$ cat src/rtl/asbc_pkg.sv
// Package for the allocation-site byte counter: payload structs, request and
// status codes, hash constants and controller command/status types.
// No dependencies.
package asbc_pkg;

    localparam logic [63:0] HASH_MUL  = 64'h4372897893428797;
    localparam logic [63:0] HASH_SEED = 64'd7;
    localparam logic [47:0] COUNT_MAX = 48'hFFFF_FFFF_FFFF;
    localparam int          FRAME_NUM = 8;

    typedef enum logic
    {
        REQ_ALLOC = 1'b0,
        REQ_FREE  = 1'b1
    } req_kind_t;

    typedef enum logic [2:0]
    {
        ST_OK        = 3'd0,
        ST_REDIRECT  = 3'd1,
        ST_FULL      = 3'd2,
        ST_UNDERFLOW = 3'd3,
        ST_SATURATED = 3'd4
    } status_code_t;

    typedef struct packed
    {
        logic        req_type;
        logic [63:0] frame_0;
        logic [63:0] frame_1;
        logic [63:0] frame_2;
        logic [63:0] frame_3;
        logic [63:0] frame_4;
        logic [63:0] frame_5;
        logic [63:0] frame_6;
        logic [63:0] frame_7;
        logic [30:0] alloc_bytes;
        logic [11:0] free_slot;
    } in_item_t;

    typedef struct packed
    {
        logic [11:0] slot;
        logic [2:0]  status;
        logic [47:0] site_bytes;
        logic [12:0] sites_used;
    } out_item_t;

    // Controller to datapath commands.
    typedef struct packed
    {
        logic load;        // capture the accepted request
        logic hash_init;   // hash register to seed, frame counter to zero
        logic hash_step;   // one multiply-add step
        logic hash_end;    // replace zero hash, set probe position
        logic unk_load;    // switch to unknown site hash
        logic probe_rd;    // issue table read at probe position
        logic probe_next;  // advance probe position
        logic insert;      // write hash at probe position, bump occupancy
        logic cnt_rd;      // read count at chosen slot
        logic cnt_wr;      // compute and write back count, form result
        logic full;        // form a table-full result
        logic out_load;    // present the result
    } asbc_cmd_t;

    // Datapath to controller status.
    typedef struct packed
    {
        logic is_free;
        logic hash_done;
        logic mul_done;
        logic slot_empty;
        logic slot_match;
        logic sweep_done;
        logic over_half;
        logic over_70;
    } asbc_stat_t;

endpackage

$ cat src/rtl/asbc_ctrl.sv
// Controller state machine of the allocation-site byte counter.
// Depends on asbc_pkg; drives asbc_datapath through command structs.
module asbc_ctrl
    import asbc_pkg::*;
(
    input  logic       clk,
    input  logic       rst_n,
    input  logic       in_valid,
    output logic       in_stall,
    input  logic       out_busy,
    input  asbc_stat_t stat,
    output asbc_cmd_t  cmd
);

    typedef enum logic [9:0]
    {
        S_IDLE  = 10'b00_0000_0001,
        S_MUL   = 10'b00_0000_0010,
        S_ADD   = 10'b00_0000_0100,
        S_HEND  = 10'b00_0000_1000,
        S_PRD   = 10'b00_0001_0000,
        S_PCHK  = 10'b00_0010_0000,
        S_CRD   = 10'b00_0100_0000,
        S_CWR   = 10'b00_1000_0000,
        S_OUT   = 10'b01_0000_0000,
        S_FULL  = 10'b10_0000_0000
    } state_t;

    state_t state_reg, state_next;
    logic   forced_reg, forced_next;

    always_ff @(posedge clk or negedge rst_n)
    begin
        if (!rst_n)
        begin
            state_reg  <= S_IDLE;
            forced_reg <= 1'b0;
        end
        else
        begin
            state_reg  <= state_next;
            forced_reg <= forced_next;
        end
    end

    assign in_stall = (state_reg != S_IDLE);

    always_comb
    begin
        state_next  = state_reg;
        forced_next = forced_reg;
        cmd         = '0;
        case (state_reg)
            S_IDLE:
            begin
                if (in_valid)
                begin
                    cmd.load      = 1'b1;
                    cmd.hash_init = 1'b1;
                    forced_next   = 1'b0;
                    state_next    = S_MUL;
                end
            end
            S_MUL:
            begin
                if (stat.is_free)
                begin
                    state_next = S_CRD;
                end
                else if (stat.mul_done)
                begin
                    state_next = S_ADD;
                end
            end
            S_ADD:
            begin
                cmd.hash_step = 1'b1;
                state_next    = stat.hash_done ? S_HEND : S_MUL;
            end
            S_HEND:
            begin
                cmd.hash_end = 1'b1;
                state_next   = S_PRD;
            end
            S_PRD:
            begin
                cmd.probe_rd = 1'b1;
                state_next   = S_PCHK;
            end
            S_PCHK:
            begin
                if (stat.slot_empty)
                begin
                    if (stat.over_half && !forced_reg)
                    begin
                        cmd.unk_load = 1'b1;
                        forced_next  = 1'b1;
                        state_next   = S_PRD;
                    end
                    else if (stat.over_half && stat.over_70)
                    begin
                        state_next = S_FULL;
                    end
                    else
                    begin
                        cmd.insert = 1'b1;
                        state_next = S_CRD;
                    end
                end
                else if (stat.slot_match)
                begin
                    state_next = S_CRD;
                end
                else if (stat.sweep_done)
                begin
                    state_next = S_FULL;
                end
                else
                begin
                    cmd.probe_next = 1'b1;
                    state_next     = S_PRD;
                end
            end
            S_CRD:
            begin
                cmd.cnt_rd = 1'b1;
                state_next = S_CWR;
            end
            S_CWR:
            begin
                cmd.cnt_wr = 1'b1;
                state_next = S_OUT;
            end
            S_FULL:
            begin
                cmd.full   = 1'b1;
                state_next = S_OUT;
            end
            S_OUT:
            begin
                if (!out_busy)
                begin
                    cmd.out_load = 1'b1;
                    state_next   = S_IDLE;
                end
            end
            default:
            begin
                state_next = S_IDLE;
            end
        endcase
    end

endmodule

$ cat config.mk
export PLATFORM = sky130hd
export DESIGN_NAME = asbc_ctrl
export DESIGN_NICKNAME = d
export VERILOG_FILES = /design/src/rtl/asbc_pkg.sv /design/src/rtl/asbc_ctrl.sv
export SDC_FILE = /design/constraint.sdc
export NUM_CORES = 1
export LEC_CHECK = 0
export ABC_AREA = 0
export BUFFER_PORTS_ARGS = -buffer_cell sky130_fd_sc_hd__buf_2
export CAP_MARGIN = 25
export CORE_MARGIN = 2
export CORE_UTILIZATION = 48
export CTS_CLUSTER_DIAMETER = 200
export DETAILED_ROUTE_END_ITERATION = 10
export GPL_ROUTABILITY_DRIVEN = 0
export PLACE_DENSITY = 0.77
export RECOVER_POWER = 100
export SYNTH_ARGS = -nofsm -noshare
export SYNTH_HDL_FRONTEND = slang
export SYNTH_SLANG_ARGS = --single-unit
$ cat constraint.sdc
create_clock -name clk -period 2.35 [get_ports clk]
set_input_delay 0.47 -clock clk [delete_from_list [all_inputs] [get_ports clk]]
set_output_delay 0.47 -clock clk [all_outputs]
set_load 0.03 [all_outputs]
-- Word-level counts from Yosys, hierarchy flattened
Index checks and enable logic that the tools add are counted.
- memories: 0
- bits in registers: 11
- bits in read-only memories: 0
- word-level logic and storage cells: 60
- bits in writable memories: 0
- bits of input ports: 12
- latch bits: 0
- multiply operators: 0
- muxes and demuxes: 35
- reduce and logical (&&, ||, !) cells: 7
- shift operators: 0
- add/subtract/negate cells: 0
- divide/modulo/power cells: 0
- eq/ne operators: 16
- bitwise logic cells: 0
- $lt $le $gt $ge: 0
- operators by type and width (operator ; count):
    $mux W10 ; 9
    $pmux W10 S9 ; 1
    $mux W1 ; 20
    $eq A10 B1 Y1 const B ; 1
    $eq A10 B10 Y1 const B ; 1
    $eq A10 B2 Y1 const B ; 1
    $eq A10 B3 Y1 const B ; 1
    $eq A10 B4 Y1 const B ; 1
    $eq A10 B5 Y1 const B ; 1
    $eq A10 B6 Y1 const B ; 1
    $eq A10 B7 Y1 const B ; 1
    $eq A10 B8 Y1 const B ; 1
    $eq A10 B9 Y1 const B ; 1
    $ne A10 B1 Y1 const B ; 1
    $ne A2 B2 Y1 const B ; 4
    $mux W2 ; 3
    $mux W4 ; 1
    $reduce_and A4 Y1 ; 1
    $ne A3 B3 Y1 const B ; 1
    $reduce_and A3 Y1 ; 1
    $logic_and A1 B1 Y1 ; 2
    $pmux W1 S2 ; 1
    $reduce_bool A2 Y1 ; 1
    $reduce_or A2 Y1 ; 1
    $logic_not A1 Y1 ; 1

-- Longest topological paths before layout
Gate-level depths: netlist (run 1).
- depth after elaboration: 5
- gate-level depth with buffers: 6
- gate-level depth less buffers: 4

-- Worst setup path before layout (run 1)
OpenSTA, ideal clock, no wires.
- path type: register to output
- start: register state_reg[4]
- end: output port cmd[0] (netlist name)
- required time: 1.880 ns
- arrival time: 1.984 ns
- buffers on the path: 0
- slack: -0.104 ns
- cell stages (with the launch flop): 4
- cell sequence: dfrtp_1 -> nor4_4 -> nand2_1 -> nor4b_1
- RTL lines (item ; line ; text):
    start, declared ; asbc_ctrl.sv:29 ; state_t state_reg, state_next;
    start signal, assigned ; asbc_ctrl.sv:41 ; state_reg <= state_next;
    end, declared ; asbc_ctrl.sv:12 ; output asbc_cmd_t cmd

==> flow_summary.ini, run 1 <==
[run_status]
status = completed

[job]
max_cap_viol_count = 0

[timing]
setup_viol = 0
fin_ws_ns = 0.0148
layout_min_cycle_time_ns = 2.34
rsz0062_at_grt = true
setup-tns-final_ns = 0
relSlewSlack_pct = 56.1
fin_crit_sh_pct = 99.4
fin_skew_ns = 0.00343
finalHoldViolCount = 0
tightest_slew_ns = 0.659
drv_slew = 0
max_freq_ghz = 0.428

[routing]
drc = 0
viasPerCell = 5.87
vias = 775
wl_per_cell_microns = 15.3
drt_wl_total_mm = 2.02
ant_nets = 0
drtIter0Drc = 26
first_pass_iters = 4

[grt]
gr-total-overflow = 0
grt_pass1_wl_mm = 2.92
antenna_found_initial = 0
grt.total_usage_pct = 20.6
grt_max_degree = 12
grt_pass1_vias = 674

[logic_synthesis]
avgSynthCellArea_sq_um = 9.28
synth_largest_area_cell = dfrtp_1
seq_area_frac_synth_pct = 36.8
synth_cells = 81
yosysWarnings = 0
synth-edff-count = 0
syn-cell-area_sq_um = 752
ys_seq_elements = 11
synth_top_area_share_pct = 33.3
yosys-top-cells-area = dfrtp_1 33%, nor4_4 5.7%, nor4_1 4.2%
synthMostInstantiatedCell = dfrtp_1
synth-async-reset-ratio_pct = 100
synth.cells.most_frequent = 10 x dfrtp_1, 7 x nor2_1, 5 x nand2_1, 5 x nor4_1
synthFlopType = dfrtp_1
syn_nets = 93
synth.distinct_cells = 37

[clocking]
clk_pin_slew_worst_paths_ns = 0.08
htreeDepth = 1
clk_latency_ns = 0.28
cts_tree = yes
hold_buffers = 0
cts_max_path_buffers = 2
cts-root-buf = clkbuf_4
cts_sinks = 11
numCtsBuffers = 3

[place]
hpwl_mm = 1.34
dp.cells = 120
place_ws_ns = 0.201
place_area_sq_um = 907
io_buffers = 24

[floorplanning]
core_sq_um = 1490
fp.dieArea_sq_um = 1900
ios = 25
rows = 14
initial_core_util_pct = 50.5
die_h_microns = 43.6
dieWidth_microns = 43.6

[critical_path]
critPathCaptureType = output port
crit_chain = nor4_4 -> nand4_2 -> and4bb_1 -> buf_6
crit_type = reg -> out
critical_path_arrival_ns = 1.87
crit_fanout = 6
critical_path.max_stage_delay_ns = 0.46
required_ns = 1.88
cp_slowest_cell = dfrtp_2
start_kind = flip-flop

[final_layout]
antenna_cells = 0
synthToLayoutAreaGrowth_pct = 38.4
nFillCells = 120
drive_above_1_share_pct = 42.2
final_area_sq_um = 1040
nets = 129
largest_reg_flops = 10
finalNonFillerCells = 132

[power]
p_leak_nw = 0.477
power_density_nw_per_um2 = 727
irDropWorstVdd_mv = 0.492
power_w = 0.000756

[worst_hold_path]
hold_path.class = in -> async
## critical path, delay by kind of cell, from the launching register on
family	cells	cell delay, ns
buffers and inverters	1	0.15
DFF	1	0.46
and+or+nand+nor	3	0.99
## repair_timing
action | 4_1_cts | 5_1_grt
cloned | 0 | 0
pin swaps | 2 | 6
setup buffers | 3 | 5
setup endpoints to repair | 1 | 9
resized for setup | 3 | 14
## cell families after synthesis
kind of cell    Yosys count  synth area share, %
simple gates             46                 41.9
compound gates           16                 15.3
flops                    11                 36.8
buf+inv                   6                 3.49
xor+xnor                  1                 1.16
mux                       1                 1.33
## cells in the final DEF, fill, tap and decap left out, drive strengths merged, types with 3 or more instances in the layout
cell type  instances
inv                4
nor2               7
clkbuf             5
nand2              6
o21ai              3
nand4              3
dfrtp             10
nor2b              3
nand2b             3
buf               32
nand3              4
nor4               8
## routing by layer
layer  global-route usage (%)  share of wire (%)  up-vias
li1                         -                  -      378
met4                     9.09                2.0        0
met5                        0                  0        -
met3                     2.50                4.9        6
met1                     27.5                 42      358
met2                     33.2                 51       33
## power breakdown
| group | total (W) | internal [W] | switching (W) |
|---|---|---|---|
| registers | 0.000259 | 0.000220 | 0.0000386 |
| logic | 0.000361 | 0.000139 | 0.000222 |
| clock network | 0.000137 | 0.0000659 | 0.0000706 |
| total | 0.000756 | 0.000425 | 0.000331 |
## path summary, 6_finish.rpt
kind | start | end | slack (ns) | cells past startpoint
max | state_reg[2] | cmd[7] | 0.01 | 4
min | rst_n | state_reg[1] | 0.19 | 1
max reg2reg | state_reg[2] | state_reg[6] | 0.58 | 6
min reg2reg | forced_reg | forced_reg | 0.58 | 1
max in group asynchronous | rst_n | state_reg[9] | 1.70 | 1
min in group clk | stat[7] | state_reg[2] | 0.38 | 2
## layout make-up
cell class | instances | area [sq um] | share of cell area (%)
Inverter | 4 | 15.0 | 1.44
Timing Repair Buffer | 33 | 210 | 20.2
Tap cell | 16 | 20.0 | 1.92
Sequential cell | 11 | 282 | 27.0
Clock buffer | 4 | 26.3 | 2.52
Multi-Input combinational cell | 64 | 488 | 46.9
## metrics by stage
step | util, % | hold slack (ns)
final | 69.9 | 0.191
after global routing | 69.9 | 0.226
after CTS | 65.0 | 0.0574
after detailed placement | 60.9 | 0.356
after global placement | 60.9 | 0.357
after floorplan | - | 0.174
No activity file was read; power rests on OpenSTA's default activity.
==> run 2: changes to the inputs <==
- ABC_AREA: 0 -> 1
- CELL_PAD_IN_SITES_DETAIL_PLACEMENT: unset -> 0
- CELL_PAD_IN_SITES_GLOBAL_PLACEMENT: unset -> 1
- CORE_ASPECT_RATIO: unset -> 0.7
- CORE_UTILIZATION: 48 -> 35
- PLACE_DENSITY: 0.77 -> unset
- PLACE_DENSITY_LB_ADDON: unset -> 0.1
==> run 2 against run 1 <==
- cell area is 1.2% higher
- via count grew 9.9%
- global-route usage fell by 4.8 points
- non-clock buffer count down 9
- routed wire length up 0.54%
- largest cell class unchanged
- clock-buffer cell count unchanged
- combinational power grew 37%
- critical path depth grew 2
- core utilization shrank 27 points
- power rose by 16%
==> flow_summary.ini, run 2 <==
[logic_synthesis]
synth-edff-count = 0
synth.distinct_cells = 23
synth_cells = 127
synth.cells.most_frequent = 24 x inv_1, 23 x nand2_1, 21 x nor2_1
synth-async-reset-ratio_pct = 100
ys_seq_elements = 11
synthMostInstantiatedCell = inv_1
avgSynthCellArea_sq_um = 7.03
synthFlopType = dfrtp_1
seq_area_frac_synth_pct = 31.0
synth_top_area_share_pct = 28.0
yosys-top-cells-area = dfrtp_1 28%, inv_1 10%, nand2_1 9.7%
synth_largest_area_cell = dfrtp_1
yosysWarnings = 0
syn_nets = 139
syn-cell-area_sq_um = 893

[timing]
setup-tns-final_ns = 0
setup_viol = 0
fin_skew_ns = 0.00123
drv_slew = 0
tightest_slew_ns = 0.700
finalHoldViolCount = 0
fin_hold_ws_ns = 0.211
rsz0062_at_grt = false
max_freq_ghz = 0.465
relSlewSlack_pct = 53.3
layout_min_cycle_time_ns = 2.15
fin_ws_ns = 0.201
fin_crit_sh_pct = 91.4

[final_layout]
synthToLayoutAreaGrowth_pct = 17.9
drive_above_1_share_pct = 26.6
final_cell_mix = 24 x inv_1, 24 x nand2_1, 23 x nor2_1
largest_reg_flops = 10
nets = 167
antenna_cells = 0

[routing]
drt_wl_total_mm = 2.03
met2_length_microns = 865
viasPerCell = 4.53
vias = 852
drtIter0Drc = 33
top_layer_used = met4
drc = 0
wl_met1_mm = 1.03
routed-wl-met3_microns = 123
ant_nets = 0
wl_per_cell_microns = 10.8
first_pass_iters = 4

[grt]
antenna_found_initial = 0
gr-total-overflow = 0
grt_pass1_wl_mm = 3.42
grt_max_degree = 12
grt_pass1_vias = 782
grt.total_usage_pct = 15.8

[clocking]
clk_pin_slew_worst_paths_ns = 0.08
cts_sinks = 11
post_cts_resized = 0
clk_latency_ns = 0.27
htreeDepth = 1
numCtsBuffers = 3
hold_buffers = 0
cts_max_path_buffers = 2
postCtsSetupBuffers = 0
cts-root-buf = clkbuf_4
cts_tree = yes

[power]
power_density_nw_per_um2 = 832
power_w = 0.000877
irDropWorstVdd_mv = 0.303
p_leak_nw = 0.578

[critical_path]
crit_fanout = 6
startpoint = state_reg[7]
regToRegStartpoint = state_reg[7]
required_ns = 1.88
critical_path_arrival_ns = 1.68
critical_path.max_stage_delay_ns = 0.40
crit_chain = nor2_1 -> nand2_4 -> inv_6 -> nand3_1 -> inv_1 -> clkbuf_1
cp_slowest_cell = dfrtp_1
start_kind = flip-flop
critPathCaptureType = output port
crit_type = reg -> out

[worst_hold_path]
hold_path.class = in -> async

[floorplanning]
ios = 25
die_h_microns = 46.3
rows = 15
dieWidth_microns = 64.4
fp.dieArea_sq_um = 2980
initial_core_util_pct = 36.6
core_sq_um = 2440

[job]
max_cap_viol_count = 0

[run_status]
status = completed

[place]
hpwl_mm = 1.69
place_ws_ns = 0.574
io_buffers = 24
run 2: cell types whose count changed after synthesis, sizes merged, moves of 3 or more:
cell	delta
nor2b	-3
nand2b	-3
nor2	+25
nand3	+7
nor4	-6
inv	+21
nor3	+3
nand2	+21
run 2: worst paths after layout:
kind / cells after the start / slack (ns) / end
max: 6 / 0.20 / cmd[8]
min: 1 / 0.21 / state_reg[3]
max reg2reg: 8 / 0.92 / state_reg[1]
min reg2reg: 2 / 0.56 / forced_reg
max in group asynchronous: 1 / 1.70 / state_reg[5]
min in group clk: 2 / 0.38 / state_reg[1]
run 2: stage by stage:
step / util, % / instance area, sq um / instances
floorplan: - / 893 / 127
global placement: 43.0 / 1050 / 184
detailed placement: 43.0 / 1050 / 184
CTS: 44.1 / 1070 / 188
global route: 43.2 / 1050 / 188
finish: 43.2 / 1050 / 188
run 2: worst max-delay path: cells and delay by family, from the launching register on:
family,cells,cell delay [ns]
AND/OR/NAND/NOR,3,0.53
flip-flops,1,0.40
buffers and inverters,3,0.48
run 2: where the power goes:
part,total (W),switching (W),internal (W)
Sequential,0.000248,0.0000234,0.000225
Combinational,0.000493,0.000340,0.000153
Clock,0.000135,0.0000696,0.0000658
Total,0.000877,0.000433,0.000443
run 2: area by class of cell:
cell class | count | area [sq um]
fill | 275 | 1390
multi-input combinational | 89 | 489
sequential | 11 | 277
timing repair buffer | 24 | 111
inverter | 26 | 108
tap | 34 | 42.5
clock buffer | 4 | 26.3
run 2: kinds of logic after synthesis:
kind of cell,after synthesis,share of synthesized area [%]
simple gates,83,52.7
buf+inv,27,12.9
flops,11,31.0
compound gates,6,3.50
run 2: layer usage:
metal	track usage, %	vias up
met1	21.3	371
met2	24.8	25
li1	-	454
met3	4.40	2
met4	5.11	0
met5	0	-
